<file path="config.mk">
export PLATFORM = sky130hd
export DESIGN_NAME = humidity_sensor_frame_decoder_unit
export DESIGN_NICKNAME = d
export VERILOG_FILES = /design/src/hsfd_pkg.sv /design/src/hsfd_front.sv /design/src/hsfd_queue.sv /design/src/hsfd_back.sv /design/src/humidity_sensor_frame_decoder_unit.sv
export SDC_FILE = /design/constraint.sdc
export NUM_CORES = 1
export LEC_CHECK = 0
export BUFFER_PORTS_ARGS = -buffer_cell sky130_fd_sc_hd__buf_2
export CAP_MARGIN = 20
export CORE_MARGIN = 4
export CORE_UTILIZATION = 45
export DETAILED_ROUTE_END_ITERATION = 6
export SLEW_MARGIN = 20
export SYNTH_ARGS = -nofsm -noshare
export SYNTH_HDL_FRONTEND = slang
export SYNTH_SLANG_ARGS = --single-unit
</file>
<file path="constraint.sdc">
create_clock -name clock -period 7.3 [get_ports clock]
set_input_delay 1.095 -clock clock [delete_from_list [all_inputs] [get_ports clock]]
set_output_delay 1.095 -clock clock [all_outputs]
set_load 0.02 [all_outputs]
</file>
<file path="src/hsfd_pkg.sv">
// Humidity sensor frame decoder: shared package.
// Frame positions, status codes, record types, CRC-8 step and scaling constants.
// No dependencies.
`default_nettype none

package hsfd_pkg;

   localparam logic [7:0]  CRC_INIT    = 8'hFF;
   localparam logic [7:0]  CRC_POLY    = 8'h31;
   localparam logic [14:0] TEMP_SCALE  = 15'd17500;
   localparam logic [13:0] HUM_SCALE   = 14'd10000;
   localparam logic [15:0] TEMP_OFFSET = 16'd4500;
   localparam logic [16:0] DIV_CONST   = 17'd65535;
   localparam int          QUEUE_DEPTH = 2;

   typedef enum logic [2:0] {
      POS_T_HI  = 3'd0,
      POS_T_LO  = 3'd1,
      POS_T_CRC = 3'd2,
      POS_H_HI  = 3'd3,
      POS_H_LO  = 3'd4,
      POS_H_CRC = 3'd5
   } pos_type;

   typedef enum logic [1:0] {
      STATUS_OK    = 2'd0,
      STATUS_T_CRC = 2'd1,
      STATUS_H_CRC = 2'd2
   } status_type;

   typedef struct packed {
      status_type  status;
      logic [15:0] raw_t;
      logic [15:0] raw_h;
   } frame_rec_type;

   typedef struct packed {
      logic          valid;
      frame_rec_type rec;
   } push_type;

   typedef struct packed {
      logic full;
   } queue_stat_type;

   // One byte of CRC-8, MSB first.
   function automatic logic [7:0] crc8_byte(input logic [7:0] crc, input logic [7:0] b);
      logic [7:0] c;
      c = crc ^ b;
      for (int i = 0; i < 8; i++) begin
         if (c[7]) begin
            c = {c[6:0], 1'b0} ^ CRC_POLY;
         end else begin
            c = {c[6:0], 1'b0};
         end
      end
      return c;
   endfunction

endpackage

`default_nettype wire

</file>
<file path="src/hsfd_front.sv">
// Humidity sensor frame decoder: front end.
// Tracks byte position, running CRC and assembled words; pushes one record per frame.
// Depends on hsfd_pkg.
`default_nettype none

module hsfd_front
   import hsfd_pkg::*;
(
   input  wire logic           clock,
   input  wire logic           reset,
   input  wire logic           req_valid,
   output logic                req_ready,
   input  wire logic [7:0]     req_rx_byte,
   input  wire logic           req_frame_start,
   input  wire queue_stat_type q_stat,
   output push_type            push
);

   pos_type     pos_ff, pos_in, pos_cur;
   logic [7:0]  crc_ff, crc_in, crc_base, crc_next;
   logic [7:0]  word_high_ff, word_high_in;
   logic [15:0] held_t_ff, held_t_in;
   logic [15:0] held_h_ff, held_h_in;
   logic        t_bad_ff, t_bad_in;
   logic        take;
   logic        resync;

   assign req_ready = !q_stat.full;
   assign take      = req_valid && req_ready;
   assign resync    = req_frame_start || (pos_ff > POS_H_CRC);
   assign pos_cur   = resync ? POS_T_HI : pos_ff;
   assign crc_base  = resync ? CRC_INIT : crc_ff;
   assign crc_next  = crc8_byte(crc_base, req_rx_byte);

   always_comb begin
      pos_in       = pos_ff;
      crc_in       = crc_ff;
      word_high_in = word_high_ff;
      held_t_in    = held_t_ff;
      held_h_in    = held_h_ff;
      t_bad_in     = t_bad_ff;
      push.valid   = 1'b0;
      push.rec     = '{status: STATUS_OK, raw_t: held_t_ff, raw_h: held_h_ff};
      if (take) begin
         unique case (pos_cur)
            POS_T_HI: begin
               crc_in       = crc_next;
               word_high_in = req_rx_byte;
               pos_in       = POS_T_LO;
            end
            POS_T_LO: begin
               crc_in    = crc_next;
               held_t_in = {word_high_ff, req_rx_byte};
               pos_in    = POS_T_CRC;
            end
            POS_T_CRC: begin
               t_bad_in = (crc_base != req_rx_byte);
               crc_in   = CRC_INIT;
               pos_in   = POS_H_HI;
            end
            POS_H_HI: begin
               crc_in       = crc_next;
               word_high_in = req_rx_byte;
               pos_in       = POS_H_LO;
            end
            POS_H_LO: begin
               crc_in    = crc_next;
               held_h_in = {word_high_ff, req_rx_byte};
               pos_in    = POS_H_CRC;
            end
            POS_H_CRC: begin
               push.valid = 1'b1;
               if (t_bad_ff) begin
                  push.rec.status = STATUS_T_CRC;
               end else if (crc_base != req_rx_byte) begin
                  push.rec.status = STATUS_H_CRC;
               end else begin
                  push.rec.status = STATUS_OK;
               end
               crc_in = CRC_INIT;
               pos_in = POS_T_HI;
            end
            default: begin
               pos_in = POS_T_HI;
            end
         endcase
      end
   end

   always_ff @(posedge clock) begin
      if (reset) begin
         pos_ff       <= POS_T_HI;
         crc_ff       <= CRC_INIT;
         word_high_ff <= '0;
         held_t_ff    <= '0;
         held_h_ff    <= '0;
         t_bad_ff     <= 1'b0;
      end else begin
         pos_ff       <= pos_in;
         crc_ff       <= crc_in;
         word_high_ff <= word_high_in;
         held_t_ff    <= held_t_in;
         held_h_ff    <= held_h_in;
         t_bad_ff     <= t_bad_in;
      end
   end

endmodule

`default_nettype wire

</file>
<file path="src/hsfd_queue.sv">
// Humidity sensor frame decoder: two-entry record queue between front and back.
// Depends on hsfd_pkg.
`default_nettype none

module hsfd_queue
   import hsfd_pkg::*;
(
   input  wire logic      clock,
   input  wire logic      reset,
   input  wire push_type  push,
   output queue_stat_type q_stat,
   output logic           q_valid,
   output frame_rec_type  q_rec,
   input  wire logic      q_pop
);

   localparam int PtrW = $clog2(QUEUE_DEPTH);
   localparam int CntW = $clog2(QUEUE_DEPTH + 1);

   frame_rec_type   entry_ff [QUEUE_DEPTH];
   logic [PtrW-1:0] wr_ptr_ff, wr_ptr_in;
   logic [PtrW-1:0] rd_ptr_ff, rd_ptr_in;
   logic [CntW-1:0] count_ff, count_in;
   logic            do_push, do_pop;

   assign q_valid     = (count_ff != '0);
   assign q_rec       = entry_ff[rd_ptr_ff];
   assign q_stat.full = (count_ff == CntW'(QUEUE_DEPTH));
   assign do_push     = push.valid && !q_stat.full;
   assign do_pop      = q_pop && q_valid;

   always_comb begin
      wr_ptr_in = wr_ptr_ff;
      rd_ptr_in = rd_ptr_ff;
      count_in  = count_ff;
      if (do_push) begin
         wr_ptr_in = (wr_ptr_ff == PtrW'(QUEUE_DEPTH - 1)) ? '0 : wr_ptr_ff + 1'b1;
      end
      if (do_pop) begin
         rd_ptr_in = (rd_ptr_ff == PtrW'(QUEUE_DEPTH - 1)) ? '0 : rd_ptr_ff + 1'b1;
      end
      if (do_push && !do_pop) begin
         count_in = count_ff + 1'b1;
      end else if (do_pop && !do_push) begin
         count_in = count_ff - 1'b1;
      end
   end

   always_ff @(posedge clock) begin
      if (reset) begin
         wr_ptr_ff <= '0;
         rd_ptr_ff <= '0;
         count_ff  <= '0;
      end else begin
         wr_ptr_ff <= wr_ptr_in;
         rd_ptr_ff <= rd_ptr_in;
         count_ff  <= count_in;
      end
   end

   always_ff @(posedge clock) begin
      if (do_push) begin
         entry_ff[wr_ptr_ff] <= push.rec;
      end
   end

endmodule

`default_nettype wire

</file>
<file path="src/hsfd_back.sv">
// Humidity sensor frame decoder: back end.
// Stage 1 multiplies raw words by scale; stage 2 divides by 65535 and drives the result register.
// Depends on hsfd_pkg.
`default_nettype none

module hsfd_back
   import hsfd_pkg::*;
(
   input  wire logic          clock,
   input  wire logic          reset,
   input  wire logic          q_valid,
   input  wire frame_rec_type q_rec,
   output logic               q_pop,
   output logic               rsp_valid,
   input  wire logic          rsp_ready,
   output logic [1:0]         rsp_status,
   output logic [14:0]        rsp_temperature_centi,
   output logic [13:0]        rsp_humidity_centi,
   output logic [15:0]        rsp_raw_temperature,
   output logic [15:0]        rsp_raw_humidity
);

   logic          s1_valid_ff, s1_valid_in;
   frame_rec_type s1_rec_ff;
   logic [30:0]   t_prod_ff;
   logic [29:0]   h_prod_ff;
   logic          out_valid_ff, out_valid_in;
   logic          out_adv, s1_load;

   logic [14:0]   t_q;
   logic [13:0]   h_q;
   logic [16:0]   t_rem, h_rem;
   logic [14:0]   t_div;
   logic [13:0]   h_div;
   logic [15:0]   t_signed;

   logic [1:0]    status_ff;
   logic [14:0]   temp_ff;
   logic [13:0]   hum_ff;
   logic [15:0]   raw_t_ff, raw_h_ff;

   assign out_adv      = !out_valid_ff || rsp_ready;
   assign s1_load      = !s1_valid_ff || out_adv;
   assign q_pop        = q_valid && s1_load;
   assign s1_valid_in  = s1_load ? q_valid : s1_valid_ff;
   assign out_valid_in = out_adv ? s1_valid_ff : out_valid_ff;

   // x / 65535 with x = q*65536 + lo: remainder q + lo stays below 2*65535.
   assign t_q      = t_prod_ff[30:16];
   assign h_q      = h_prod_ff[29:16];
   assign t_rem    = 17'(t_q) + 17'(t_prod_ff[15:0]);
   assign h_rem    = 17'(h_q) + 17'(h_prod_ff[15:0]);
   assign t_div    = t_q + 15'(t_rem >= DIV_CONST);
   assign h_div    = h_q + 14'(h_rem >= DIV_CONST);
   assign t_signed = 16'(t_div) - TEMP_OFFSET;

   always_ff @(posedge clock) begin
      if (reset) begin
         s1_valid_ff  <= 1'b0;
         out_valid_ff <= 1'b0;
      end else begin
         s1_valid_ff  <= s1_valid_in;
         out_valid_ff <= out_valid_in;
      end
   end

   always_ff @(posedge clock) begin
      if (q_pop) begin
         s1_rec_ff <= q_rec;
         t_prod_ff <= 31'(TEMP_SCALE) * 31'(q_rec.raw_t);
         h_prod_ff <= 30'(HUM_SCALE) * 30'(q_rec.raw_h);
      end
      if (out_adv && s1_valid_ff) begin
         status_ff <= s1_rec_ff.status;
         temp_ff   <= t_signed[14:0];
         hum_ff    <= h_div;
         raw_t_ff  <= s1_rec_ff.raw_t;
         raw_h_ff  <= s1_rec_ff.raw_h;
      end
   end

   assign rsp_valid             = out_valid_ff;
   assign rsp_status            = status_ff;
   assign rsp_temperature_centi = temp_ff;
   assign rsp_humidity_centi    = hum_ff;
   assign rsp_raw_temperature   = raw_t_ff;
   assign rsp_raw_humidity      = raw_h_ff;

endmodule

`default_nettype wire

</file>
<file path="src/humidity_sensor_frame_decoder_unit.sv">
// Humidity sensor frame decoder: top level.
// Connects front end, record queue and back end. Depends on hsfd_pkg and the three submodules.
//
//   channel  | direction | handshake            | payload
//   req_     | in        | req_valid/req_ready  | rx_byte[7:0], frame_start
//   rsp_     | out       | rsp_valid/rsp_ready  | status, temperature_centi, humidity_centi,
//            |           |                      | raw_temperature, raw_humidity
//
// One byte is taken per cycle while req_ready is high. The sixth byte of a frame pushes a
// record through the queue, the multiply stage and the divide stage into the result register.
// Synchronous reset returns position to the first byte and the CRC to 0xFF; no clearing pass.
// A stalled result holds the back end; the two-entry queue then fills and req_ready falls.
`default_nettype none

module humidity_sensor_frame_decoder_unit
   import hsfd_pkg::*;
(
   input  wire logic        clock,
   input  wire logic        reset,
   input  wire logic        req_valid,
   output logic             req_ready,
   input  wire logic [7:0]  req_rx_byte,
   input  wire logic        req_frame_start,
   output logic             rsp_valid,
   input  wire logic        rsp_ready,
   output logic [1:0]       rsp_status,
   output logic [14:0]      rsp_temperature_centi,
   output logic [13:0]      rsp_humidity_centi,
   output logic [15:0]      rsp_raw_temperature,
   output logic [15:0]      rsp_raw_humidity
);

   push_type       push;
   queue_stat_type q_stat;
   logic           q_valid;
   frame_rec_type  q_rec;
   logic           q_pop;

   hsfd_front u_front (
      .clock           (clock),
      .reset           (reset),
      .req_valid       (req_valid),
      .req_ready       (req_ready),
      .req_rx_byte     (req_rx_byte),
      .req_frame_start (req_frame_start),
      .q_stat          (q_stat),
      .push            (push)
   );

   hsfd_queue u_queue (
      .clock   (clock),
      .reset   (reset),
      .push    (push),
      .q_stat  (q_stat),
      .q_valid (q_valid),
      .q_rec   (q_rec),
      .q_pop   (q_pop)
   );

   hsfd_back u_back (
      .clock                 (clock),
      .reset                 (reset),
      .q_valid               (q_valid),
      .q_rec                 (q_rec),
      .q_pop                 (q_pop),
      .rsp_valid             (rsp_valid),
      .rsp_ready             (rsp_ready),
      .rsp_status            (rsp_status),
      .rsp_temperature_centi (rsp_temperature_centi),
      .rsp_humidity_centi    (rsp_humidity_centi),
      .rsp_raw_temperature   (rsp_raw_temperature),
      .rsp_raw_humidity      (rsp_raw_humidity)
   );

endmodule

`default_nettype wire

</file>
==> results.yml <==
status:
  status: "complete, no violations"
logic_synthesis:
  synth_compound_area_frac: 0.0853
  syn_area_um2: 16700
  synthXorXnorAreaFrac: 0.0514
  synthAdderAreaFrac: 0.245
  yosysSeqAreaShare: 0.458
  synth_cells: 1432
  synth-edff-count: 215
  synth_top_family_by_area: "adder cells"
  synth_ff_type: "edfxtp_1"
  synth-simple-area-share: 0.0749
  synth.distinct_cells: 68
  mappedNetlistNets: 1723
  ys_ff_latch: 274
  ys_async_sr_fraction: 0
  ys_warn_count: 0
  postSynthAreaPerCell_um2: 11.7
  synth_mux_area_frac: 0.0280
grt:
  grt_use_total: 0.166
  grt_max_degree: 70
  grt_pass1_wl_um: 54800
  antenna_found_initial: 0
  overflow: 0
  grt_pass1_vias: 10500
route:
  vias: 10100
  drtIter0Drc: 438
  wl_per_cell_um: 16.1
  ant_nets: 0
  first_pass_iters: 5
  via_per_inst: 5.02
  drt_wl_total_um: 32600
  route.detailed.drc: 0
cts:
  cts.path.max_buffers: 3
  cts_resized: 0
  cts_setup_buffers: 0
  clk_pin_slew_ps: 60
  cts-root-buf: "clkbuf_16"
  cts_tree: "built"
  h-tree-depth: 2
  clk_latency_ps: 530
  cts_num_sinks: 274
  cts_made_buffers: 34
  cts_hold_buf: 0
timing:
  tightest_slew_ps: 1080
  setup_violations: 0
  period_share: 0.845
  period_minus_slack_ps: 6170
  slew_violations: 0
  final_hold_viol_count: 0
  finalSetupTns_ps: 0
  slew_headroom: 0.275
  skew_ps: 18.2
  max_freq_mhz: 162
  rsz0062_at_grt: "no"
worst_setup_path:
  cp_common_cell: "inv_1"
  critical_path.top_delay_family: "adder cells"
  arrival_ps: 6430
  cp_max_fo: 20
  path_buf_inv: 6
  crit_cells: 21
  start_kind: "flip-flop"
  max_stage_delay_ps: 730
  cp_cell_sequence: "buf_4 -> mux2i_1 -> inv_1 -> fa_1 -> ha_1 -> inv_1 -> fa_1 -> inv_1 -> ha_1 -> inv_1 -> fa_1 -> inv_1 -> ha_1 -> a2111oi_0 -> o21ai_0 -> a21oi_1 -> a21oi_1 -> a31oi_2 -> o21bai_1 -> a21oi_1 -> xnor2_1"
  reg2regPathDepth: 21
  worstSetupPathType: "flip-flop to flip-flop"
  crit_required_ps: 7570
  setup.worst_path.end_class: "flip-flop"
  slowest_stage: "dfxtp_2"
place:
  hpwl_um: 24200
  finalWeightedCongestion: 0.845
  io_buffers: 77
  dp.cells: 1955
floorplanning:
  core_area_um2: 36600
  io_pins: 78
  dieHeight_um: 201
  die_x_um: 201
  die_area_um2: 40200
  rows: 70
  start_util: 0.456
final_layout:
  syn_to_final_growth_pct: 12.6
  antenna_cells: 0
  layout.nets: 1814
  final_cells: 2017
  drive_gt1_frac: 0.110
hold_path:
  whs_path_depth: 0
  hold_path.class: "flip-flop to flip-flop"
  min_from: "u_back.s1_rec_ff[18]$_DFFE_PP_"
job:
  maxCapViolCount: 0
[worst register-to-register path, stage by stage (launching register included)]
cell,delay (ps)
dfxtp_2,730
buf_4,380
mux2i_1,300
inv_1,230
fa_1,530
ha_1,290
inv_1,50
fa_1,530
inv_1,50
ha_1,270
inv_1,50
fa_1,410
inv_1,80
ha_1,310
a2111oi_0,420
o21ai_0,200
a21oi_1,270
a21oi_1,160
a31oi_2,280
o21bai_1,90
a21oi_1,190
xnor2_1,90
[cell type report]
type	count	area, µm²
Fill cell	3219	17800
Tap cell	468	586
Clock buffer	44	977
Inverter	226	850
Sequential cell	274	7640
Multi-Input combinational cell	904	8100
Clock inverter	18	210
Timing Repair Buffer	83	433
[per-layer routing]
layer / up-vias / share of wire / GRT usage
met5: - / 0 / 0
met4: 0 / 0.023 / 0.0438
met3: 50 / 0.036 / 0.0300
met2: 158 / 0.44 / 0.262
met1: 4775 / 0.50 / 0.238
li1: 5144 / - / -
[state kept, by name (all words and copies together), names as in the netlist, 3 cells and up, named ones only]
register and cells:
u_front.pos_ff 3, u_queue.entry_ff 68, u_back.rsp_raw_temperature 16, u_back.s1_rec_ff 34
u_front.crc_ff 8, u_back.t_prod_ff 28, u_back.h_prod_ff 22, u_front.word_high_ff 8
u_back.rsp_temperature_centi 15, u_front.held_t_ff 16, u_back.rsp_humidity_centi 14, u_back.rsp_raw_humidity 16
u_front.held_h_ff 16
[final timing paths]
kind                                                           endpoint  slack (ps)
worst max-delay path                     u_back.h_prod_ff[26]$_DFFE_PP_        1130
worst min-delay path            u_back.rsp_raw_temperature[2]$_DFFE_PP_         420
worst max register to register           u_back.h_prod_ff[26]$_DFFE_PP_        1130
worst min register to register  u_back.rsp_raw_temperature[2]$_DFFE_PP_         420
[metrics by stage]
stage / hold slack, ps / instance area, µm² / utilization / setup slack, ps
after global routing: 427 / 18800 / 0.513 / 720
after CTS: 419 / 18800 / 0.513 / 1050
after floorplan: 400 / 16700 / - / 1440
after global placement: 403 / 17600 / 0.481 / 1240
after detailed placement: 405 / 17600 / 0.481 / 1080
final: 419 / 18800 / 0.513 / 1130
[synth_stat cells, drive strengths merged, types with 2 or more instances]
library cell,count,area share
clkbuf,22,0.0049
nor2b,12,0.0045
o31ai,2,0.00090
nand3,13,0.0042
a211oi,18,0.0091
mux2i,31,0.019
xor2,40,0.021
o2111ai,2,0.0014
a22o,4,0.0021
a21o,16,0.0073
a211o,7,0.0037
buf,6,0.0016
fa,82,0.098
a22oi,4,0.0018
or4b,2,0.0012
nor4,6,0.0026
o21bai,10,0.0045
a21oi,83,0.025
ha,196,0.15
or2,3,0.0011
a31oi,3,0.0015
dfxtp,59,0.071
a2111oi,4,0.0021
and3,5,0.0019
o211ai,2,0.00090
nand2,104,0.023
o21ai,38,0.011
o41ai,2,0.0015
nand4,15,0.0056
nand2b,11,0.0041
and4,2,0.0010
o22ai,5,0.0019
and2,5,0.0019
inv,225,0.051
edfxtp,215,0.39
nor3,17,0.0054
o21a,10,0.0045
nor2,59,0.013
mux2,14,0.0094
xnor2,58,0.030
or3,4,0.0015
nand4b,2,0.0010
[placed cells by master (no fill, tap or decap), types with 4 or more instances in the layout]
master	synthesis	layout
a2111oi_0	4	4
clkbuf_16	0	37
o21bai_1	10	10
nor4_1	5	5
nand4_1	15	15
buf_2	3	76
o21ai_1	7	7
a22oi_1	4	4
a21o_1	15	15
o22ai_1	5	5
bufinv_16	0	4
nor3_1	16	16
fa_1	82	82
a21oi_1	81	81
o21a_1	10	10
nand2b_1	11	11
mux2i_1	31	31
nand3_1	12	12
a211o_1	7	7
and3_1	5	5
or3_1	4	4
xnor2_1	58	58
nand2_1	104	104
dfxtp_1	59	58
clkinv_1	1	5
mux2_2	14	14
ha_1	196	196
clkinv_2	0	6
a211oi_1	16	16
nor2_1	59	58
nor2b_1	12	11
a22o_1	4	4
xor2_1	40	40
edfxtp_1	215	215
and2_1	5	5
o21ai_0	31	31
inv_1	225	224
buf_4	0	7
[logic make-up (layout without fill, tap and decap cells)]
family | count (synthesis) | in the layout
compound gates | 219 | 219
flops | 274 | 274
simple gates | 264 | 264
buf+inv | 254 | 371
mux | 45 | 45
xor+xnor | 98 | 98
fa+ha+maj | 278 | 278
Power is not shown: default switching activity piles up to over one toggle a cycle in this logic, so the estimate is an artifact.
